$ cat src/hdl/sliding_window_median_filter_unit_defines.svh
// ----------------------------------------------------------------------------
// Assertion macros for the sliding window median filter
// Shared concurrent assertion forms, clocked on i_clk, off during reset.
// ----------------------------------------------------------------------------
`ifndef SLIDING_WINDOW_MEDIAN_FILTER_UNIT_DEFINES_SVH
`define SLIDING_WINDOW_MEDIAN_FILTER_UNIT_DEFINES_SVH

// same-cycle implication
`define SWMF_ASSERT_IMP(lbl, ante, cons, msg) \
    lbl: assert property (@(posedge i_clk) disable iff (!i_rst_n) (ante) |-> (cons)) \
        else $error(msg);

// next-cycle implication
`define SWMF_ASSERT_NXT(lbl, ante, cons, msg) \
    lbl: assert property (@(posedge i_clk) disable iff (!i_rst_n) (ante) |=> (cons)) \
        else $error(msg);

`endif

$ cat src/hdl/swmf_pkg.sv
// ----------------------------------------------------------------------------
// Median filter package
// Shared constants and the control group driven into the sort cells.
// ----------------------------------------------------------------------------
`default_nettype none

package swmf_pkg;

    localparam int CFG_W   = 5;
    localparam int CFG_RST = 3;

    typedef struct packed {
        logic clear;
        logic insert;
        logic shift;
    } t_cell_ctrl;

endpackage

`default_nettype wire

$ cat src/hdl/swmf_ifs.sv
// ----------------------------------------------------------------------------
// Median filter channels
// Valid/ready channels for samples, results and the window size register.
// ----------------------------------------------------------------------------
`default_nettype none

interface swmf_smp_if #(
    parameter int SAMPLE_WIDTH = 16
) ();
    logic                           valid;
    logic                           ready;
    logic signed [SAMPLE_WIDTH-1:0] sample;
    logic                           last_sample;

    modport source (output valid, output sample, output last_sample, input ready);
    modport sink   (input valid, input sample, input last_sample, output ready);
endinterface

interface swmf_med_if #(
    parameter int SAMPLE_WIDTH = 16
) ();
    logic                           valid;
    logic                           ready;
    logic signed [SAMPLE_WIDTH-1:0] median;

    modport source (output valid, output median, input ready);
    modport sink   (input valid, input median, output ready);
endinterface

interface swmf_cfg_if
    import swmf_pkg::*;
();
    logic             valid;
    logic             ready;
    logic [CFG_W-1:0] window_size;

    modport source (output valid, output window_size, input ready);
    modport sink   (input valid, input window_size, output ready);
endinterface

`default_nettype wire

$ cat src/hdl/sliding_window_median_filter_unit.sv
// ----------------------------------------------------------------------------
// Sliding window median filter
// Running median over the newest window_size samples of a block. For an
// item with a result, the newest samples are fed one per cycle into a chain
// of sorted insertion cells, the chain then shifts the middle entries down to
// cell 0, and the median is registered. The output register lets the next
// sample in while a result waits to be taken.
// ----------------------------------------------------------------------------
`default_nettype none

module sliding_window_median_filter_unit
    import swmf_pkg::*;
#(
    parameter int WINDOW_MAX   = 16,
    parameter int SAMPLE_WIDTH = 16
) (
    input  wire        i_clk,
    input  wire        i_rst_n,
    swmf_smp_if.sink   i_smp,
    swmf_med_if.source o_med,
    swmf_cfg_if.sink   i_cfg
);

`include "sliding_window_median_filter_unit_defines.svh"

    localparam int CW     = $clog2(WINDOW_MAX + 1);
    localparam int EW     = (CW > CFG_W) ? CW : CFG_W;
    localparam int RST_WS = (CFG_RST > WINDOW_MAX) ? WINDOW_MAX : CFG_RST;
    localparam int SEC    = (WINDOW_MAX > 1) ? 1 : 0;

    typedef enum logic [3:0] {
        S_IDLE = 4'b0001,
        S_SORT = 4'b0010,
        S_PICK = 4'b0100,
        S_OUT  = 4'b1000
    } t_state;

    t_state r_state, n_state;

    logic [CW-1:0] r_ws;
    logic [CW-1:0] r_fill, n_fill;
    logic [CW-1:0] r_k;
    logic [CW-1:0] r_j;
    logic [CW-1:0] w_t;
    logic [CW-1:0] w_ws_m1;
    logic [EW-1:0] w_cfg_ext;
    logic [EW-1:0] w_cfg_eff;

    logic signed [SAMPLE_WIDTH-1:0] r_age  [WINDOW_MAX];
    logic signed [SAMPLE_WIDTH-1:0] r_feed [WINDOW_MAX];

    logic signed [SAMPLE_WIDTH-1:0] w_val [WINDOW_MAX];
    logic [WINDOW_MAX-1:0]          w_vld;
    logic [WINDOW_MAX-1:0]          w_gt;
    t_cell_ctrl                     w_ctrl;

    logic                           r_out_vld;
    logic signed [SAMPLE_WIDTH-1:0] r_med;
    logic signed [SAMPLE_WIDTH:0]   w_sum;
    logic signed [SAMPLE_WIDTH-1:0] w_med;

    logic w_acc;
    logic w_take;
    logic w_produce;
    logic w_load_out;

    // configuration
    assign i_cfg.ready = 1'b1;
    assign w_cfg_ext   = EW'(i_cfg.window_size);
    assign w_cfg_eff   = (i_cfg.window_size == '0) ? EW'(1) :
                         ((w_cfg_ext > EW'(WINDOW_MAX)) ? EW'(WINDOW_MAX) : w_cfg_ext);

    always_ff @(posedge i_clk) begin
        if (!i_rst_n) begin
            r_ws <= CW'(RST_WS);
        end else if (i_cfg.valid && i_cfg.ready) begin
            r_ws <= w_cfg_eff[CW-1:0];
        end
    end

    // handshakes
    assign i_smp.ready  = (r_state == S_IDLE);
    assign w_acc        = i_smp.valid && i_smp.ready;
    assign w_take       = o_med.valid && o_med.ready;
    assign o_med.valid  = r_out_vld;
    assign o_med.median = r_med;

    assign n_fill    = (r_fill == CW'(WINDOW_MAX)) ? r_fill : r_fill + CW'(1);
    assign w_produce = (n_fill >= r_ws);
    assign w_ws_m1   = r_ws - CW'(1);
    assign w_t       = w_ws_m1 >> 1;
    assign w_load_out = (r_state == S_OUT) && (!r_out_vld || o_med.ready);

    always_comb begin
        n_state = r_state;
        case (r_state)
            S_IDLE: begin
                if (w_acc && w_produce) begin
                    n_state = S_SORT;
                end
            end
            S_SORT: begin
                if (r_k == w_ws_m1) begin
                    n_state = S_PICK;
                end
            end
            S_PICK: begin
                if (r_j == w_t) begin
                    n_state = S_OUT;
                end
            end
            S_OUT: begin
                if (w_load_out) begin
                    n_state = S_IDLE;
                end
            end
            default: n_state = S_IDLE;
        endcase
    end

    always_ff @(posedge i_clk) begin
        if (!i_rst_n) begin
            r_state <= S_IDLE;
            r_fill  <= '0;
            r_k     <= '0;
            r_j     <= '0;
        end else begin
            r_state <= n_state;
            if (w_acc) begin
                r_fill <= i_smp.last_sample ? '0 : n_fill;
                r_k    <= '0;
                r_j    <= '0;
            end
            if (r_state == S_SORT) begin
                r_k <= r_k + CW'(1);
            end
            if (r_state == S_PICK && r_j != w_t) begin
                r_j <= r_j + CW'(1);
            end
        end
    end

    // age line (newest at 0) and feed line
    always_ff @(posedge i_clk) begin
        if (w_acc) begin
            r_age[0]  <= i_smp.sample;
            r_feed[0] <= i_smp.sample;
            for (int i = 1; i < WINDOW_MAX; i++) begin
                r_age[i]  <= r_age[i-1];
                r_feed[i] <= r_age[i-1];
            end
        end else if (r_state == S_SORT) begin
            for (int i = 0; i < WINDOW_MAX - 1; i++) begin
                r_feed[i] <= r_feed[i+1];
            end
        end
    end

    // sorted cell chain
    assign w_ctrl.clear  = w_acc;
    assign w_ctrl.insert = (r_state == S_SORT);
    assign w_ctrl.shift  = (r_state == S_PICK) && (r_j != w_t);

    for (genvar g = 0; g < WINDOW_MAX; g++) begin : g_cell
        logic signed [SAMPLE_WIDTH-1:0] w_pv;
        logic signed [SAMPLE_WIDTH-1:0] w_nv;
        logic                           w_pvld;
        logic                           w_pgt;
        logic                           w_nvld;

        if (g == 0) begin : g_head
            assign w_pv   = r_feed[0];
            assign w_pvld = 1'b1;
            assign w_pgt  = 1'b0;
        end else begin : g_body
            assign w_pv   = w_val[g-1];
            assign w_pvld = w_vld[g-1];
            assign w_pgt  = w_gt[g-1];
        end

        if (g == WINDOW_MAX - 1) begin : g_tail
            assign w_nv   = '0;
            assign w_nvld = 1'b0;
        end else begin : g_mid
            assign w_nv   = w_val[g+1];
            assign w_nvld = w_vld[g+1];
        end

        swmf_sort_cell #(
            .SAMPLE_WIDTH(SAMPLE_WIDTH)
        ) u_cell (
            .i_clk      (i_clk),
            .i_rst_n    (i_rst_n),
            .i_ctrl     (w_ctrl),
            .i_new      (r_feed[0]),
            .i_prev_val (w_pv),
            .i_prev_vld (w_pvld),
            .i_prev_gt  (w_pgt),
            .i_next_val (w_nv),
            .i_next_vld (w_nvld),
            .o_val      (w_val[g]),
            .o_vld      (w_vld[g]),
            .o_gt       (w_gt[g])
        );
    end

    // median: odd window takes cell 0, even window floors the mean of cells 0 and 1
    assign w_sum = {w_val[0][SAMPLE_WIDTH-1], w_val[0]}
                 + {w_val[SEC][SAMPLE_WIDTH-1], w_val[SEC]};
    assign w_med = r_ws[0] ? w_val[0] : w_sum[SAMPLE_WIDTH:1];

    always_ff @(posedge i_clk) begin
        if (!i_rst_n) begin
            r_out_vld <= 1'b0;
        end else if (w_load_out) begin
            r_out_vld <= 1'b1;
        end else if (w_take) begin
            r_out_vld <= 1'b0;
        end
    end

    always_ff @(posedge i_clk) begin
        if (w_load_out) begin
            r_med <= w_med;
        end
    end

    `SWMF_ASSERT_IMP(a_sort_count, (r_state == S_SORT), ($countones(w_vld) == int'(r_k)), "sort chain fill does not match insert count")
    `SWMF_ASSERT_IMP(a_pick_full, ((r_state == S_PICK) && (r_j == '0)), ($countones(w_vld) == int'(r_ws)), "sort chain does not hold the full window")
    `SWMF_ASSERT_IMP(a_out_src, $rose(r_out_vld), ($past(r_state) == S_OUT), "result appeared outside the output step")
    `SWMF_ASSERT_NXT(a_acc_next, w_acc, ((r_state == S_IDLE) || (r_state == S_SORT)), "bad state after a sample transfer")

endmodule

`default_nettype wire

$ cat src/hdl/swmf_sort_cell.sv
// ----------------------------------------------------------------------------
// Median filter sort cell
// One slot of the sorted insertion chain; can also shift toward cell 0.
// ----------------------------------------------------------------------------
`default_nettype none

module swmf_sort_cell
    import swmf_pkg::*;
#(
    parameter int SAMPLE_WIDTH = 16
) (
    input  wire                           i_clk,
    input  wire                           i_rst_n,
    input  wire t_cell_ctrl               i_ctrl,
    input  wire signed [SAMPLE_WIDTH-1:0] i_new,
    input  wire signed [SAMPLE_WIDTH-1:0] i_prev_val,
    input  wire                           i_prev_vld,
    input  wire                           i_prev_gt,
    input  wire signed [SAMPLE_WIDTH-1:0] i_next_val,
    input  wire                           i_next_vld,
    output logic signed [SAMPLE_WIDTH-1:0] o_val,
    output logic                          o_vld,
    output logic                          o_gt
);

    logic signed [SAMPLE_WIDTH-1:0] r_val;
    logic                           r_vld;

    // new value belongs at or before this slot
    assign o_gt  = !r_vld || (r_val > i_new);
    assign o_val = r_val;
    assign o_vld = r_vld;

    always_ff @(posedge i_clk) begin
        if (!i_rst_n) begin
            r_vld <= 1'b0;
        end else if (i_ctrl.clear) begin
            r_vld <= 1'b0;
        end else if (i_ctrl.insert) begin
            if (o_gt) begin
                r_vld <= i_prev_gt ? i_prev_vld : 1'b1;
            end
        end else if (i_ctrl.shift) begin
            r_vld <= i_next_vld;
        end
    end

    always_ff @(posedge i_clk) begin
        if (i_ctrl.insert && !i_ctrl.clear) begin
            if (o_gt) begin
                r_val <= i_prev_gt ? i_prev_val : i_new;
            end
        end else if (i_ctrl.shift && !i_ctrl.clear) begin
            r_val <= i_next_val;
        end
    end

endmodule

`default_nettype wire
$ cat src/flat_wrapper.sv
// flat-port wrapper written by rule: the top's interface ports become plain ports
module sliding_window_median_filter_unit_flat import swmf_pkg::*;
#(
    parameter int WINDOW_MAX   = 16,
    parameter int SAMPLE_WIDTH = 16
)
  (i_clk, i_rst_n, i_smp_valid, i_smp_sample, i_smp_last_sample, i_smp_ready, o_med_valid, o_med_median, o_med_ready, i_cfg_valid, i_cfg_window_size, i_cfg_ready);
  swmf_smp_if #(.SAMPLE_WIDTH(SAMPLE_WIDTH)) i_smp_i ();
  swmf_med_if #(.SAMPLE_WIDTH(SAMPLE_WIDTH)) o_med_i ();
  swmf_cfg_if i_cfg_i ();
  input  wire i_clk;
  input  wire i_rst_n;
  input wire logic [$bits(i_smp_i.valid)-1:0] i_smp_valid;
  input wire logic [$bits(i_smp_i.sample)-1:0] i_smp_sample;
  input wire logic [$bits(i_smp_i.last_sample)-1:0] i_smp_last_sample;
  output wire logic [$bits(i_smp_i.ready)-1:0] i_smp_ready;
  output wire logic [$bits(o_med_i.valid)-1:0] o_med_valid;
  output wire logic [$bits(o_med_i.median)-1:0] o_med_median;
  input wire logic [$bits(o_med_i.ready)-1:0] o_med_ready;
  input wire logic [$bits(i_cfg_i.valid)-1:0] i_cfg_valid;
  input wire logic [$bits(i_cfg_i.window_size)-1:0] i_cfg_window_size;
  output wire logic [$bits(i_cfg_i.ready)-1:0] i_cfg_ready;
  assign i_smp_i.valid = i_smp_valid;
  assign i_smp_i.sample = i_smp_sample;
  assign i_smp_i.last_sample = i_smp_last_sample;
  assign i_smp_ready = i_smp_i.ready;
  assign o_med_valid = o_med_i.valid;
  assign o_med_median = o_med_i.median;
  assign o_med_i.ready = o_med_ready;
  assign i_cfg_i.valid = i_cfg_valid;
  assign i_cfg_i.window_size = i_cfg_window_size;
  assign i_cfg_ready = i_cfg_i.ready;
  sliding_window_median_filter_unit #(.WINDOW_MAX(WINDOW_MAX), .SAMPLE_WIDTH(SAMPLE_WIDTH)) u_core (.i_clk(i_clk), .i_rst_n(i_rst_n), .i_smp(i_smp_i), .o_med(o_med_i), .i_cfg(i_cfg_i));
endmodule
$ cat config.mk
export PLATFORM = sky130hd
export DESIGN_NAME = sliding_window_median_filter_unit_flat
export DESIGN_NICKNAME = d
export VERILOG_FILES = /design/src/hdl/swmf_pkg.sv /design/src/hdl/swmf_ifs.sv /design/src/hdl/sliding_window_median_filter_unit.sv /design/src/hdl/swmf_sort_cell.sv /design/src/flat_wrapper.sv
export VERILOG_INCLUDE_DIRS = /design/src /design/src/hdl
export SDC_FILE = /design/constraint.sdc
export NUM_CORES = 2
export LEC_CHECK = 0
export ABC_AREA = 1
export BUFFER_PORTS_ARGS = -buffer_cell sky130_fd_sc_hd__buf_4
export CORE_MARGIN = 1.5
export CORE_UTILIZATION = 40
export CTS_BUF_LIST = sky130_fd_sc_hd__clkbuf_4
export DETAILED_ROUTE_END_ITERATION = 8
export SLEW_MARGIN = 20
export SYNTH_ARGS = -nofsm -noshare
export SYNTH_HDL_FRONTEND = slang
export SYNTH_SLANG_ARGS = --single-unit
$ cat constraint.sdc
create_clock -name i_clk -period 11.9 [get_ports i_clk]
set_input_delay 1.19 -clock i_clk [delete_from_list [all_inputs] [get_ports i_clk]]
set_output_delay 1.19 -clock i_clk [all_outputs]
set_load 0.005 [all_outputs]
==> results.md <==
- Outcome: completed
- Final Hold Vio Count: 0
- Resize count post-CTS: 0
- Vias: just over 30000
- Crit. End Element: flip-flop
- Dpl ws: 7.33 ns
- PortBufs: 44
- Power Dens Cells: ~190 nW/um2
- Clock Sinks: between 800 and 900
- Synth Instances: ~4300
- Die W: around 320 um
- Die H: 323 um
- RSZ-0062 raised after global routing: false
- Met2 Use GR: 32.7%
- Fin Clk Skew: 0.0925 ns
- Slew Limit Fails: 0
- Global route overflow: 0
- Initial antenna violation count: 2
- CP Launch Type: flip-flop
- Pint: 5.91 mW
- Minimum clock period: a little over 4 ns
- Area of the mapped netlist: a little over 40000 um2
- CP max stage cell: buf_4
- CTS buffer count: between 200 and 250
- Hold_ws: 0.321 ns
- Global-route wire length before repair: approximately 170 mm
- Leakage: about 21 nW
- Worst-case headroom to the max-slew limit: roughly a quarter
- CTS tree: built
- Fillcell total: approximately 9800
- Post-synth ARST share: 0%
- Drc violations: 0
- Multiplexer share of the synthesized area: 0%
- Post-synthesis compound-gate area fraction: ~5.8%
- Root buf cell: clkbuf_4
- Overall Global Routing Usage: 21.0%
- Class of the worst hold path: in2reg
- Combinational share of power: roughly a fifth
- Net switching power: about 2.8 mW
- Drt first pass iters: 7
- Post-synth EDFFs: approximately 770
- Setup repair bufs after CTS: 0
- Grt met3 use: between 4 and 5%
- GP Congestion: just under 0.9
- Avg Vias per Cell: about 5.1
- Worst Path Arrival: 4.96 ns
- Top Ports: 46
- Worst vdd ir: 0.153 mV
- GR peak layer: met2
- Worst slew pin tran: between 1 and 1.5 ns
- Crit path cell chain: nor2_2 -> nand3_4 -> inv_8 -> buf_4 -> buf_4 -> nand2_2 -> nand2_1 -> nand2_1 -> o21ai_0
- Fmax: 243 MHz
- Wire per inst: 18.2 um
- Core area: between 100000 and 150000 um2
- Sequential-to-total area share from yosys stat: between 50% and 60%
- Simple-Gate Fraction of Synth Area: between 20 and 25%
- Clock Latency Late Sink: 1.09 ns
- Cts hold-fix bufs: 0
- H-tree Lvls: 4
- Antenna Nets Post-Route: 0
- Final setup violation count: 0
- Fraction of layout cells with a size suffix above 1: roughly 11%
- Largest family of logic cells by synthesized area: simple AND/OR/NAND/NOR gates
- Critical path class: reg2reg
- Initial cell density of the core: roughly two fifths
- Largest net degree at the start of global routing: about 220
- Worst Path Required: between 10 and 15 ns
- # rows: roughly 120
- Ys flop type: edfxtp_1
- Number of global-route vias before repair: between 20000 and 30000
- Adder-cell share of the synthesized area: under 10%
- Worst path max stage delay: slightly above 0.8 ns
- Clk buf depth: 3
- Max cap viols: 0
- Part of the power in registers: around half
- Synth-to-layout area growth: 10.3%
- Sw Share: 31.9%
- Synthesized flop and latch total: ~800
- Setup ws final: 7.79 ns
- Clock power frac: ~29%
- Placed cell areas: between 40000 and 50000 um2
- Syn_nets: between 4000 and 5000
- DIE AREA: ~100000 um2
- Clock transition at path regs: ~0.07 ns
- Avg Inst Size Synth: ~9.6 um2
- Fin area: around 45000 um2
- Period utilization: 34.6%
- DR iter-0 viols: 2687
- Yosys Warn Count: 0
- Nets: 4723
- Critical path peak fanout: 101
- Number of distinct library cells after synthesis: between 40 and 50
- Drt total wl: about 110 mm
- Xor/xnor share of the synthesized area: 0.342%
- Met1 usage: 27.8%
- Detail Placement HPWL: between 60 and 70 mm
- Setup TNS: 0 ns
## per-layer routing
layer / part of all wire [%] / vias to the layer above
met5: 0 / -
met1: 44 / 14200
met4: 3.8 / 0
met3: 6.7 / 254
met2: 46 / 1060
li1: - / 14600
## worst max-delay path: cells and delay by family, from the launching register on
| kind | cells | cell delay (ns) |
|---|---|---|
| buffers and inverters | 3 | 2.11 |
| DFF | 1 | 0.33 |
| AOI/OAI and AO/OA | 1 | 0.06 |
| and+or+nand+nor | 5 | 1.27 |
## per-stage QoR
step           utilization, %  instances  total power, mW
2_1_floorplan               -       4275             5.79
3_3_place_gp             41.7       5567             6.18
3_5_place_dp             41.7       5567             6.23
4_1_cts                  44.4       5944             8.77
5_1_grt                  44.4       5948             9.22
6_report                 44.4       5948             8.67
## placed cells by master, fill, tap and decap left out, types with 11 or more instances in the layout
cell type	n
or2_2	16
nor2_1	123
nand2_4	33
nand2_2	19
ha_1	281
xor2_1	14
a21oi_1	164
clkbuf_4	317
o21ai_0	203
o21ai_1	26
nand4_1	19
a21o_1	16
edfxtp_1	768
inv_1	283
nand2_1	1976
nand3_1	84
clkinv_1	35
dfxtp_1	41
buf_4	68
clkinv_2	11
## registers in the layout, summed over array words and instances (netlist names)
| signal | flops |
|---|---|
| u_core.r_j | 5 |
| u_core.o_med.valid | 1 |
| u_core.r_age | 240 |
| u_core.r_feed | 256 |
| u_core.r_ws | 5 |
| u_core.r_state | 4 |
| u_core.g_cell.u_cell.o_val | 256 |
| u_core.g_cell.u_cell.o_vld | 16 |
| u_core.o_med.median | 16 |
| u_core.r_k | 5 |
| u_core.r_fill | 5 |
## cell usage after synthesis, types with 2 or more instances
cell | count | share of area (%)
inv_1 | 283 | 2.6
nand3_1 | 84 | 1.0
nor2_1 | 124 | 1.1
clkbuf_1 | 63 | 0.58
clkbuf_8 | 9 | 0.30
edfxtp_1 | 768 | 56
ha_1 | 281 | 8.6
o21ai_1 | 26 | 0.32
nand4_1 | 19 | 0.29
nand2_1 | 1977 | 18
buf_1 | 5 | 0.046
xnor2_1 | 2 | 0.043
clkbuf_2 | 6 | 0.073
o21ai_0 | 203 | 2.5
a21boi_0 | 3 | 0.055
o22ai_1 | 2 | 0.030
o31ai_1 | 4 | 0.073
nand3_2 | 3 | 0.073
dfxtp_1 | 41 | 2.0
buf_6 | 16 | 0.44
inv_2 | 5 | 0.046
a21o_1 | 16 | 0.29
nand2_4 | 31 | 0.85
buf_2 | 36 | 0.44
buf_4 | 9 | 0.16
xor2_1 | 14 | 0.30
o21bai_1 | 8 | 0.15
nand2_2 | 20 | 0.31
a21oi_2 | 10 | 0.21
nor3_2 | 5 | 0.12
or2_2 | 16 | 0.24
nor3_1 | 7 | 0.085
a221oi_1 | 2 | 0.043
a21oi_1 | 164 | 2.0
## cell type report
| type | count | area (um2) | share of cell area (%) |
|---|---|---|---|
| flip-flops and latches | 809 | 23900 | 52.8 |
| multi-input cells | 3032 | 15200 | 33.6 |
| clock buffers | 317 | 2380 | 5.26 |
| well taps | 1368 | 1710 | 3.78 |
| inverters | 288 | 1100 | 2.42 |
| repair buffers | 70 | 551 | 1.22 |
| clock inverters | 60 | 389 | 0.860 |
| diodes | 4 | 10.0 | 0.0221 |
## power groups by stage
stage | registers, mW | clock network [mW] | logic (mW)
2_1_floorplan | 4.51 | 0 | 1.28
3_3_place_gp | 4.40 | 0 | 1.78
3_5_place_dp | 4.40 | 0 | 1.82
4_1_cts | 4.36 | 2.58 | 1.83
5_1_grt | 4.42 | 2.71 | 2.08
6_report | 4.36 | 2.51 | 1.81
## final timing paths
| path | start | to | slack (ns) | cells after the start |
|---|---|---|---|---|
| max | u_core.r_state[2] | u_core.g_cell[2].u_cell.o_val[8] | 7.79 | 9 |
| min | i_smp_sample[6] | u_core.r_age[0][6] | 0.32 | 1 |
| max reg2reg | u_core.r_state[2] | u_core.g_cell[2].u_cell.o_val[8] | 7.79 | 9 |
| min reg2reg | u_core.r_age[3][1] | u_core.r_age[4][1] | 0.40 | 0 |
## cells by family (layout without fill, tap and decap cells)
family                     Yosys count  after routing
buffers and inverters              434            735
and+or+nand+nor                   2288           2288
adders and majority gates          282            282
DFF                                809            809
xor gates and xnor gates            16             16
other                                1              5
AOI/OAI and AO/OA                  445            445
(Power assumes the default switching activity.)
